### src/design/bdc_pkg.sv
package bdc_pkg;

   // Default width of the internal time base; timestamps wrap at this width.
   localparam int TIME_WIDTH_DEFAULT = 32;

   localparam int STAMP_WIDTH     = 32;
   localparam int CFG_WIDTH       = 16;
   localparam int CSR_INDEX_WIDTH = 8;

   // Register map of the configuration port.
   localparam logic [CSR_INDEX_WIDTH-1:0] CSR_DEBOUNCE_TIME   = 8'd0;
   localparam logic [CSR_INDEX_WIDTH-1:0] CSR_CLICK_WINDOW    = 8'd1;
   localparam logic [CSR_INDEX_WIDTH-1:0] CSR_LONG_PRESS_TIME = 8'd2;

   localparam logic [CFG_WIDTH-1:0] DEBOUNCE_TIME_RESET   = 16'd20;
   localparam logic [CFG_WIDTH-1:0] CLICK_WINDOW_RESET    = 16'd400;
   localparam logic [CFG_WIDTH-1:0] LONG_PRESS_TIME_RESET = 16'd700;

   localparam logic [1:0] TALLY_MAX = 2'd3;

   typedef enum logic [1:0] {
      PH_IDLE    = 2'd0,
      PH_PRESSED = 2'd1,
      PH_MULTI   = 2'd2
   } phase_type;

   typedef enum logic [1:0] {
      EV_NONE    = 2'd0,
      EV_PRESS   = 2'd1,
      EV_RELEASE = 2'd2
   } event_type;

   typedef enum logic [2:0] {
      GESTURE_NONE   = 3'd0,
      GESTURE_SINGLE = 3'd1,
      GESTURE_DOUBLE = 3'd2,
      GESTURE_TRIPLE = 3'd3,
      GESTURE_LONG   = 3'd4
   } action_type;

   typedef struct packed {
      logic [STAMP_WIDTH-1:0] timestamp;
      logic                   edge_seen;
      logic                   pin_level;
   } req_type;

   typedef struct packed {
      logic [2:0] action;
      logic [1:0] debounced_event;
      logic       pressed_level;
   } rsp_type;

   typedef struct packed {
      logic [CFG_WIDTH-1:0] debounce_time;
      logic [CFG_WIDTH-1:0] click_window;
      logic [CFG_WIDTH-1:0] long_press_time;
   } cfg_type;

   // What the debouncer produces in one step: the event for the classifier and the debounced level.
   typedef struct packed {
      event_type ev;
      logic      pressed_level;
   } deb_result_type;

endpackage

### src/design/bdc_debounce.sv
module bdc_debounce #(
   parameter int TIME_WIDTH = bdc_pkg::TIME_WIDTH_DEFAULT
) (
   input  logic                            clock,
   input  logic                            reset,
   input  logic                            step,
   input  logic [TIME_WIDTH-1:0]           now,
   input  logic                            edge_seen,
   input  logic                            pressed,
   input  logic [bdc_pkg::CFG_WIDTH-1:0]   debounce_time,
   output bdc_pkg::deb_result_type         result
);

   logic                  stable_ff,    stable_in;
   logic                  candidate_ff, candidate_in;
   logic                  active_ff,    active_in;
   logic [TIME_WIDTH-1:0] due_ff,       due_in;

   logic [TIME_WIDTH-1:0] dt_ext;
   logic [TIME_WIDTH-1:0] diff;
   logic                  active;
   logic                  reached;
   logic                  fire;
   logic                  change;

   always_comb begin
      dt_ext       = TIME_WIDTH'(debounce_time);
      candidate_in = edge_seen ? pressed : candidate_ff;
      due_in       = edge_seen ? (now + dt_ext) : due_ff;
      active       = edge_seen | active_ff;
      // A fresh deadline gives now - due = -debounce_time, so that difference
      // is formed in parallel with the sum rather than after it.
      diff         = edge_seen ? (TIME_WIDTH'(0) - dt_ext) : (now - due_ff);
      reached      = ~diff[TIME_WIDTH-1];
      fire         = active & reached;
      active_in    = active & ~reached;
      change       = fire & (pressed == candidate_in) & (pressed != stable_ff);
      stable_in    = change ? pressed : stable_ff;

      result.pressed_level = stable_in;
      if (!change) begin
         result.ev = bdc_pkg::EV_NONE;
      end else if (pressed) begin
         result.ev = bdc_pkg::EV_PRESS;
      end else begin
         result.ev = bdc_pkg::EV_RELEASE;
      end
   end

   always_ff @(posedge clock) begin
      if (reset) begin
         stable_ff    <= 1'b0;
         candidate_ff <= 1'b0;
         active_ff    <= 1'b0;
         due_ff       <= '0;
      end else if (step) begin
         stable_ff    <= stable_in;
         candidate_ff <= candidate_in;
         active_ff    <= active_in;
         due_ff       <= due_in;
      end
   end

endmodule

### src/design/bdc_classify.sv
module bdc_classify #(
   parameter int TIME_WIDTH = bdc_pkg::TIME_WIDTH_DEFAULT
) (
   input  logic                            clock,
   input  logic                            reset,
   input  logic                            step,
   input  logic [TIME_WIDTH-1:0]           now,
   input  bdc_pkg::event_type              ev,
   input  logic [bdc_pkg::CFG_WIDTH-1:0]   click_window,
   input  logic [bdc_pkg::CFG_WIDTH-1:0]   long_press_time,
   output bdc_pkg::action_type             action
);

   bdc_pkg::phase_type    phase_ff, phase_in;
   logic [TIME_WIDTH-1:0] press_start_ff, press_start_in;
   logic [TIME_WIDTH-1:0] window_due_ff, window_due_in;
   logic [1:0]            tally_ff, tally_in;
   logic                  long_done_ff, long_done_in;

   logic [TIME_WIDTH-1:0] cw_ext;
   logic [TIME_WIDTH-1:0] hold_old;
   logic [TIME_WIDTH-1:0] hold;
   logic [TIME_WIDTH-1:0] win_diff_old;
   logic [TIME_WIDTH-1:0] win_diff_new;
   logic [TIME_WIDTH-1:0] win_diff;
   logic [1:0]            tally_inc;
   logic                  press_new;
   logic                  window_new;

   always_comb begin
      cw_ext        = TIME_WIDTH'(click_window);
      hold_old      = now - press_start_ff;
      win_diff_old  = now - window_due_ff;
      win_diff_new  = TIME_WIDTH'(0) - cw_ext;
      tally_inc     = (tally_ff == bdc_pkg::TALLY_MAX) ? tally_ff : tally_ff + 2'd1;

      phase_in       = phase_ff;
      press_start_in = press_start_ff;
      window_due_in  = window_due_ff;
      tally_in       = tally_ff;
      long_done_in   = long_done_ff;
      press_new      = 1'b0;
      window_new     = 1'b0;
      action         = bdc_pkg::GESTURE_NONE;

      case (phase_ff)
         bdc_pkg::PH_PRESSED: begin
            if (ev == bdc_pkg::EV_RELEASE) begin
               phase_in      = bdc_pkg::PH_MULTI;
               tally_in      = tally_inc;
               window_due_in = now + cw_ext;
               window_new    = 1'b1;
            end
         end
         bdc_pkg::PH_MULTI: begin
            if (ev == bdc_pkg::EV_PRESS) begin
               tally_in      = tally_inc;
               window_due_in = now + cw_ext;
               window_new    = 1'b1;
            end
         end
         default: begin
            if (ev == bdc_pkg::EV_PRESS) begin
               phase_in       = bdc_pkg::PH_PRESSED;
               press_start_in = now;
               long_done_in   = 1'b0;
               press_new      = 1'b1;
            end
         end
      endcase

      // A press that starts in this step has been held for zero ticks.
      hold     = press_new ? '0 : hold_old;
      win_diff = window_new ? win_diff_new : win_diff_old;

      if (phase_in == bdc_pkg::PH_PRESSED && !long_done_in &&
          hold >= TIME_WIDTH'(long_press_time)) begin
         long_done_in = 1'b1;
         tally_in     = 2'd0;
         phase_in     = bdc_pkg::PH_IDLE;
         action       = bdc_pkg::GESTURE_LONG;
      end else if (phase_in == bdc_pkg::PH_MULTI && !win_diff[TIME_WIDTH-1]) begin
         if (tally_in == bdc_pkg::TALLY_MAX) begin
            action = bdc_pkg::GESTURE_TRIPLE;
         end else if (tally_in == 2'd2) begin
            action = bdc_pkg::GESTURE_DOUBLE;
         end else begin
            action = bdc_pkg::GESTURE_SINGLE;
         end
         tally_in = 2'd0;
         phase_in = bdc_pkg::PH_IDLE;
      end
   end

   always_ff @(posedge clock) begin
      if (reset) begin
         phase_ff       <= bdc_pkg::PH_IDLE;
         press_start_ff <= '0;
         window_due_ff  <= '0;
         tally_ff       <= 2'd0;
         long_done_ff   <= 1'b0;
      end else if (step) begin
         phase_ff       <= phase_in;
         press_start_ff <= press_start_in;
         window_due_ff  <= window_due_in;
         tally_ff       <= tally_in;
         long_done_ff   <= long_done_in;
      end
   end

endmodule

### src/design/button_debounce_click_classifier.sv
// Button debouncer with click classifier.
//
// Request channel (req_valid, req_ready, req_data): one transaction per poll
// of the button, carrying the current tick, an edge-seen flag and the raw
// active-low pin. Response channel (rsp_valid, rsp_ready, rsp_data): exactly
// one transaction per request, in order, with the click action, the debounced
// press or release event and the debounced level after that poll.
// Configuration channel (csr_valid, csr_ready, csr_index, csr_wdata): writes
// the debounce time, click window and long-press time; it is always ready and
// is meant to be written only while no request is outstanding.
//
// One request can be taken every cycle while the response is not stalled.
// The request is registered, the debouncer and classifier work on it
// combinationally and the result is registered. When the receiver stalls,
// the response register holds and the input register fills behind it;
// req_ready then drops until the response is taken.
// Synchronous reset empties both registers, clears the debounce and click
// state and restores the default register values (20, 400 and 700 ticks).
module button_debounce_click_classifier #(
   parameter int TIME_WIDTH = bdc_pkg::TIME_WIDTH_DEFAULT
) (
   input  logic                                clock,
   input  logic                                reset,
   input  logic                                req_valid,
   output logic                                req_ready,
   input  bdc_pkg::req_type                    req_data,
   output logic                                rsp_valid,
   input  logic                                rsp_ready,
   output bdc_pkg::rsp_type                    rsp_data,
   input  logic                                csr_valid,
   output logic                                csr_ready,
   input  logic [bdc_pkg::CSR_INDEX_WIDTH-1:0] csr_index,
   input  logic [bdc_pkg::CFG_WIDTH-1:0]       csr_wdata
);

   // Input register stage.
   logic             in_valid_ff, in_valid_in;
   bdc_pkg::req_type in_data_ff;

   // Output register stage.
   logic             out_valid_ff, out_valid_in;
   bdc_pkg::rsp_type out_data_ff, out_data_in;

   bdc_pkg::cfg_type cfg_ff;

   logic                    advance;
   logic [TIME_WIDTH-1:0]   now;
   bdc_pkg::deb_result_type deb;
   bdc_pkg::action_type     action;

   // The held request moves on whenever the response register is free or is
   // being emptied in this cycle.
   assign advance   = in_valid_ff & (~out_valid_ff | rsp_ready);
   assign req_ready = ~in_valid_ff | advance;
   assign csr_ready = 1'b1;
   assign now       = in_data_ff.timestamp[TIME_WIDTH-1:0];

   bdc_debounce #(
      .TIME_WIDTH (TIME_WIDTH)
   ) u_debounce (
      .clock         (clock),
      .reset         (reset),
      .step          (advance),
      .now           (now),
      .edge_seen     (in_data_ff.edge_seen),
      .pressed       (~in_data_ff.pin_level),
      .debounce_time (cfg_ff.debounce_time),
      .result        (deb)
   );

   bdc_classify #(
      .TIME_WIDTH (TIME_WIDTH)
   ) u_classify (
      .clock           (clock),
      .reset           (reset),
      .step            (advance),
      .now             (now),
      .ev              (deb.ev),
      .click_window    (cfg_ff.click_window),
      .long_press_time (cfg_ff.long_press_time),
      .action          (action)
   );

   always_comb begin
      in_valid_in  = req_valid ? 1'b1 : (in_valid_ff & ~advance);
      out_valid_in = advance ? 1'b1 : (out_valid_ff & ~rsp_ready);

      out_data_in.action          = action;
      out_data_in.debounced_event = deb.ev;
      out_data_in.pressed_level   = deb.pressed_level;
   end

   always_ff @(posedge clock) begin
      if (reset) begin
         in_valid_ff  <= 1'b0;
         out_valid_ff <= 1'b0;
      end else begin
         // req_valid only counts when req_ready is high.
         if (req_ready) begin
            in_valid_ff <= in_valid_in;
         end
         out_valid_ff <= out_valid_in;
      end
   end

   always_ff @(posedge clock) begin
      if (req_valid && req_ready) begin
         in_data_ff <= req_data;
      end
      if (advance) begin
         out_data_ff <= out_data_in;
      end
   end

   // Configuration registers; indexes outside the map are ignored.
   always_ff @(posedge clock) begin
      if (reset) begin
         cfg_ff.debounce_time   <= bdc_pkg::DEBOUNCE_TIME_RESET;
         cfg_ff.click_window    <= bdc_pkg::CLICK_WINDOW_RESET;
         cfg_ff.long_press_time <= bdc_pkg::LONG_PRESS_TIME_RESET;
      end else if (csr_valid && csr_ready) begin
         case (csr_index)
            bdc_pkg::CSR_DEBOUNCE_TIME:   cfg_ff.debounce_time   <= csr_wdata;
            bdc_pkg::CSR_CLICK_WINDOW:    cfg_ff.click_window    <= csr_wdata;
            bdc_pkg::CSR_LONG_PRESS_TIME: cfg_ff.long_press_time <= csr_wdata;
            default: begin
            end
         endcase
      end
   end

   assign rsp_valid = out_valid_ff;
   assign rsp_data  = out_data_ff;

endmodule

### config.mk
export PLATFORM = sky130hd
export DESIGN_NAME = button_debounce_click_classifier
export DESIGN_NICKNAME = d
export VERILOG_FILES = /design/src/design/bdc_pkg.sv /design/src/design/bdc_debounce.sv /design/src/design/bdc_classify.sv /design/src/design/button_debounce_click_classifier.sv
export SDC_FILE = /design/constraint.sdc
export NUM_CORES = 1
export LEC_CHECK = 0
export BUFFER_PORTS_ARGS = -buffer_cell sky130_fd_sc_hd__buf_2
export CORE_MARGIN = 2
export CORE_UTILIZATION = 45
export CTS_CLUSTER_SIZE = 25
export DETAILED_ROUTE_END_ITERATION = 12
export PLACE_DENSITY_LB_ADDON = 0.08
export SYNTH_ARGS = -nofsm -noshare
export SYNTH_HDL_FRONTEND = slang
export SYNTH_SLANG_ARGS = --single-unit
### constraint.sdc
create_clock -name clock -period 12.56 [get_ports clock]
set_clock_uncertainty 0.1 [all_clocks]
set_input_delay 1.256 -clock clock [delete_from_list [all_inputs] [get_ports clock]]
set_output_delay 1.256 -clock clock [all_outputs]
set_load 0.03 [all_outputs]
==> qor.yml <==
setup_path:
  path_class: "reg2reg"
  crit_path_max_incr_delay_ns: 0.49
  slowest_stage: "edfxtp_1"
  cp_max_fo: 6
  end_kind: "register"
  start_kind: "register"
  cp.arrival_ns: 5.63
  worstPathRequired_ns: 12.80
place:
  globalplace.congestion: 0.8826
  io_buffers: 70
  hpwl_mm: 25.62
floorplan:
  core_area_sq_um: 27780
  dieHeight_um: 171.7
  start_util_pct: 45.58
  boundaryPins: 72
  rows: 61
  dieArea_sq_um: 29500
  die_w_um: 171.7
sta:
  period_share_pct: 42.91
  min_period_ns: 5.390
  fmax_ghz: 0.1855
  slew_violations: 0
  timing.final.hold_violations: 0
  rsz0062_at_grt: "false"
  fin_setup_tns_ns: 0
  slew_headroom_pct: 28.33
  setup_viol: 0
  worst_slew_pin_slew_ns: 1.074
yosys:
  netlist_top_cells_area: "dfxtp_1 24%, ha_1 14%, edfxtp_1 9.5%, nand2_1 7.2%, a21oi_1 6.7%"
  syn_area_per_cell_sq_um: 8.050
  netlist_instances: 1573
  ys.flop_type: "dfxtp_1"
  synth_top_area_cell: "dfxtp_1"
  ys_types: 83
  synth-seq-cells: 194
  syn-num-nets: 1780
  async_flop_share_pct: 0
  seq_area_frac_synth_pct: 33.83
  synth_edf_count: 40
  netlist_area_sq_um: 12660
  yosysWarnings: 0
  synth_top_area_share_pct: 24.35
routing:
  ant_nets: 0
  drtIter0Drc: 821
  routed_via_density: 5.391
  drc: 0
  vias: 10800
  routed_wl_mm: 34.07
  dr.pass1.iters: 5
  post_drt_wl_per_cell_um: 17.00
power_and_ir_drop:
  total_power_mw: 1.435
  vdd_drop_max_mv: 0.06818
  power_density_nw_per_um2: 103.0
  p_leak_nw: 5.218
job:
  maxCapViolations: 0
min_path:
  hold_path.class: "reg2reg"
grt:
  grt_pass1_wl_mm: 54.47
  grt.overflow.total: 0
  grt_pass1_vias: 10060
  grt_max_degree: 72
  track_usage_pct: 23.98
  antenna_found_initial: 0
finish:
  nNetsFinal: 1820
  area_growth_pct: 10.04
  drive_gt1_share_pct: 8.487
  diodes: 0
cts:
  cts_resized: 0
  cts-hold-fix-buffers: 0
  cts_sinks: 194
  clk_pin_slew_ns: 0.07
  cts_tree: "yes"
  insertion_delay_ns: 0.45
  clock_path_buffers: 2
  numCtsBuffers: 17
  post_cts_buffers: 0
  cts-root-buf: "clkbuf_16"
  htreeDepth: 4
outcome:
  status: "finished, final reports clean"
[cell type report]
| class | count | area, sq um |
|---|---|---|
| fillers | 2782 | 13850 |
| inverters | 149 | 559.3 |
| well taps | 378 | 473.0 |
| repair buffers | 81 | 435.4 |
| clock inverters | 10 | 106.4 |
| flip-flops and latches | 194 | 4284 |
| clock buffers | 22 | 496.7 |
| multi-input cells | 1170 | 7579 |
[metrics by stage]
step / std cells / setup slack [ns] / hold slack (ns) / util (%) / cell area (sq um)
6_report: 2004 / 7.170 / 0.3501 / 50.15 / 13930
4_1_cts: 2004 / 7.148 / 0.3559 / 50.15 / 13930
2_1_floorplan: 1573 / 7.694 / 0.3318 / - / 12660
3_5_place_dp: 1972 / 7.168 / 0.3459 / 47.98 / 13330
5_1_grt: 2004 / 6.628 / 0.3751 / 50.15 / 13930
3_3_place_gp: 1972 / 7.314 / 0.3393 / 47.98 / 13330
[state kept, by name, summed over array words and instances, names as in the netlist, 2 cells and up]
name / count
cfg_ff: 48
in_data_ff: 2
now: 32
rsp_data: 6
u_classify.phase_ff: 2
u_classify.press_start_ff: 32
u_classify.tally_ff: 2
u_classify.window_due_ff: 32
u_debounce.due_ff: 32
[report_power, final]
part           total [mW]  leakage, nW  switching [mW]  internal [mW]
registers           0.670         1.64          0.0211          0.649
clock network       0.570        0.300           0.262          0.308
logic               0.194         3.28           0.115         0.0795
[worst max-delay path, delay by kind of cell (launching register included)]
kind	cells	cell delay [ns]
xor gates and xnor gates	1	0.16
buffers and inverters	3	0.20
and+or+nand+nor	7	0.87
adders and majority gates	3	0.88
DFF	1	0.49
AOI/OAI and AO/OA	14	2.59
[synth_stat cells, types with 4 or more instances]
cell        n
nand2b_1   13
a21boi_0    4
or3_1      10
nand4_1    17
dfxtp_1   154
o211ai_1   10
a31oi_1     7
a211oi_1   35
nor4_1     12
nor3_1     27
ha_1      141
nand2_1   244
o21a_1      8
and2_1     10
nor2_1    127
edfxtp_1   40
inv_1     147
a21oi_1   169
xnor2_1    60
nand3_1    28
and3_1     13
or2_2       6
o21ai_0    53
nor3b_1     6
clkbuf_1   49
a21o_1     27
o21ai_1     9
o21bai_1    4
buf_2       6
nor2b_1    19
xor2_1     15
a211o_1     5
mux2i_1    19
a311oi_1    5
[final timing paths]
path                                from  slack [ns]                              endpoint  cells after the start
setup / recovery        now[0]$_DFFE_PP_        7.17  u_classify.long_done_ff$_SDFFE_PP0P_                     28
hold / removal    cfg_ff[1]$_SDFFE_PP0P_        0.35                cfg_ff[1]$_SDFFE_PP0P_                      2
setup reg to reg        now[0]$_DFFE_PP_        7.17  u_classify.long_done_ff$_SDFFE_PP0P_                     28
hold reg to reg   cfg_ff[1]$_SDFFE_PP0P_        0.35                cfg_ff[1]$_SDFFE_PP0P_                      2
[logic make-up after synthesis]
kind of cell | share of synthesized area, %
flops | 33.83
other cells | 0.02962
buf+inv | 6.373
fa+ha+maj | 14.41
mux | 1.680
simple gates | 19.26
compound gates | 19.23
xor+xnor | 5.188
[routing by layer]
| layer | part of all wire (%) | up-vias | GRT usage, % | routed length (um) |
|---|---|---|---|---|
| li1 | - | 5531 | - | - |
| met1 | 51 | 5039 | 35.51 | 17500 |
| met2 | 43 | 211 | 36.70 | 14700 |
| met3 | 4.4 | 22 | 3.682 | 1506 |
| met4 | 1.1 | 0 | 5.188 | 362 |
| met5 | 0 | - | 0 | 0 |
[layout by cell type (no fill, tap or decap), types with 26 or more instances in the layout]
cell type	count
a211oi_1	35
dfxtp_1	154
buf_2	69
xnor2_1	60
nor2_1	127
a21oi_1	169
o21ai_0	53
edfxtp_1	40
ha_1	141
nand3_1	28
inv_1	147
nor3_1	26
a21o_1	27
nand2_1	244
Power figures use the tool's default switching activity.
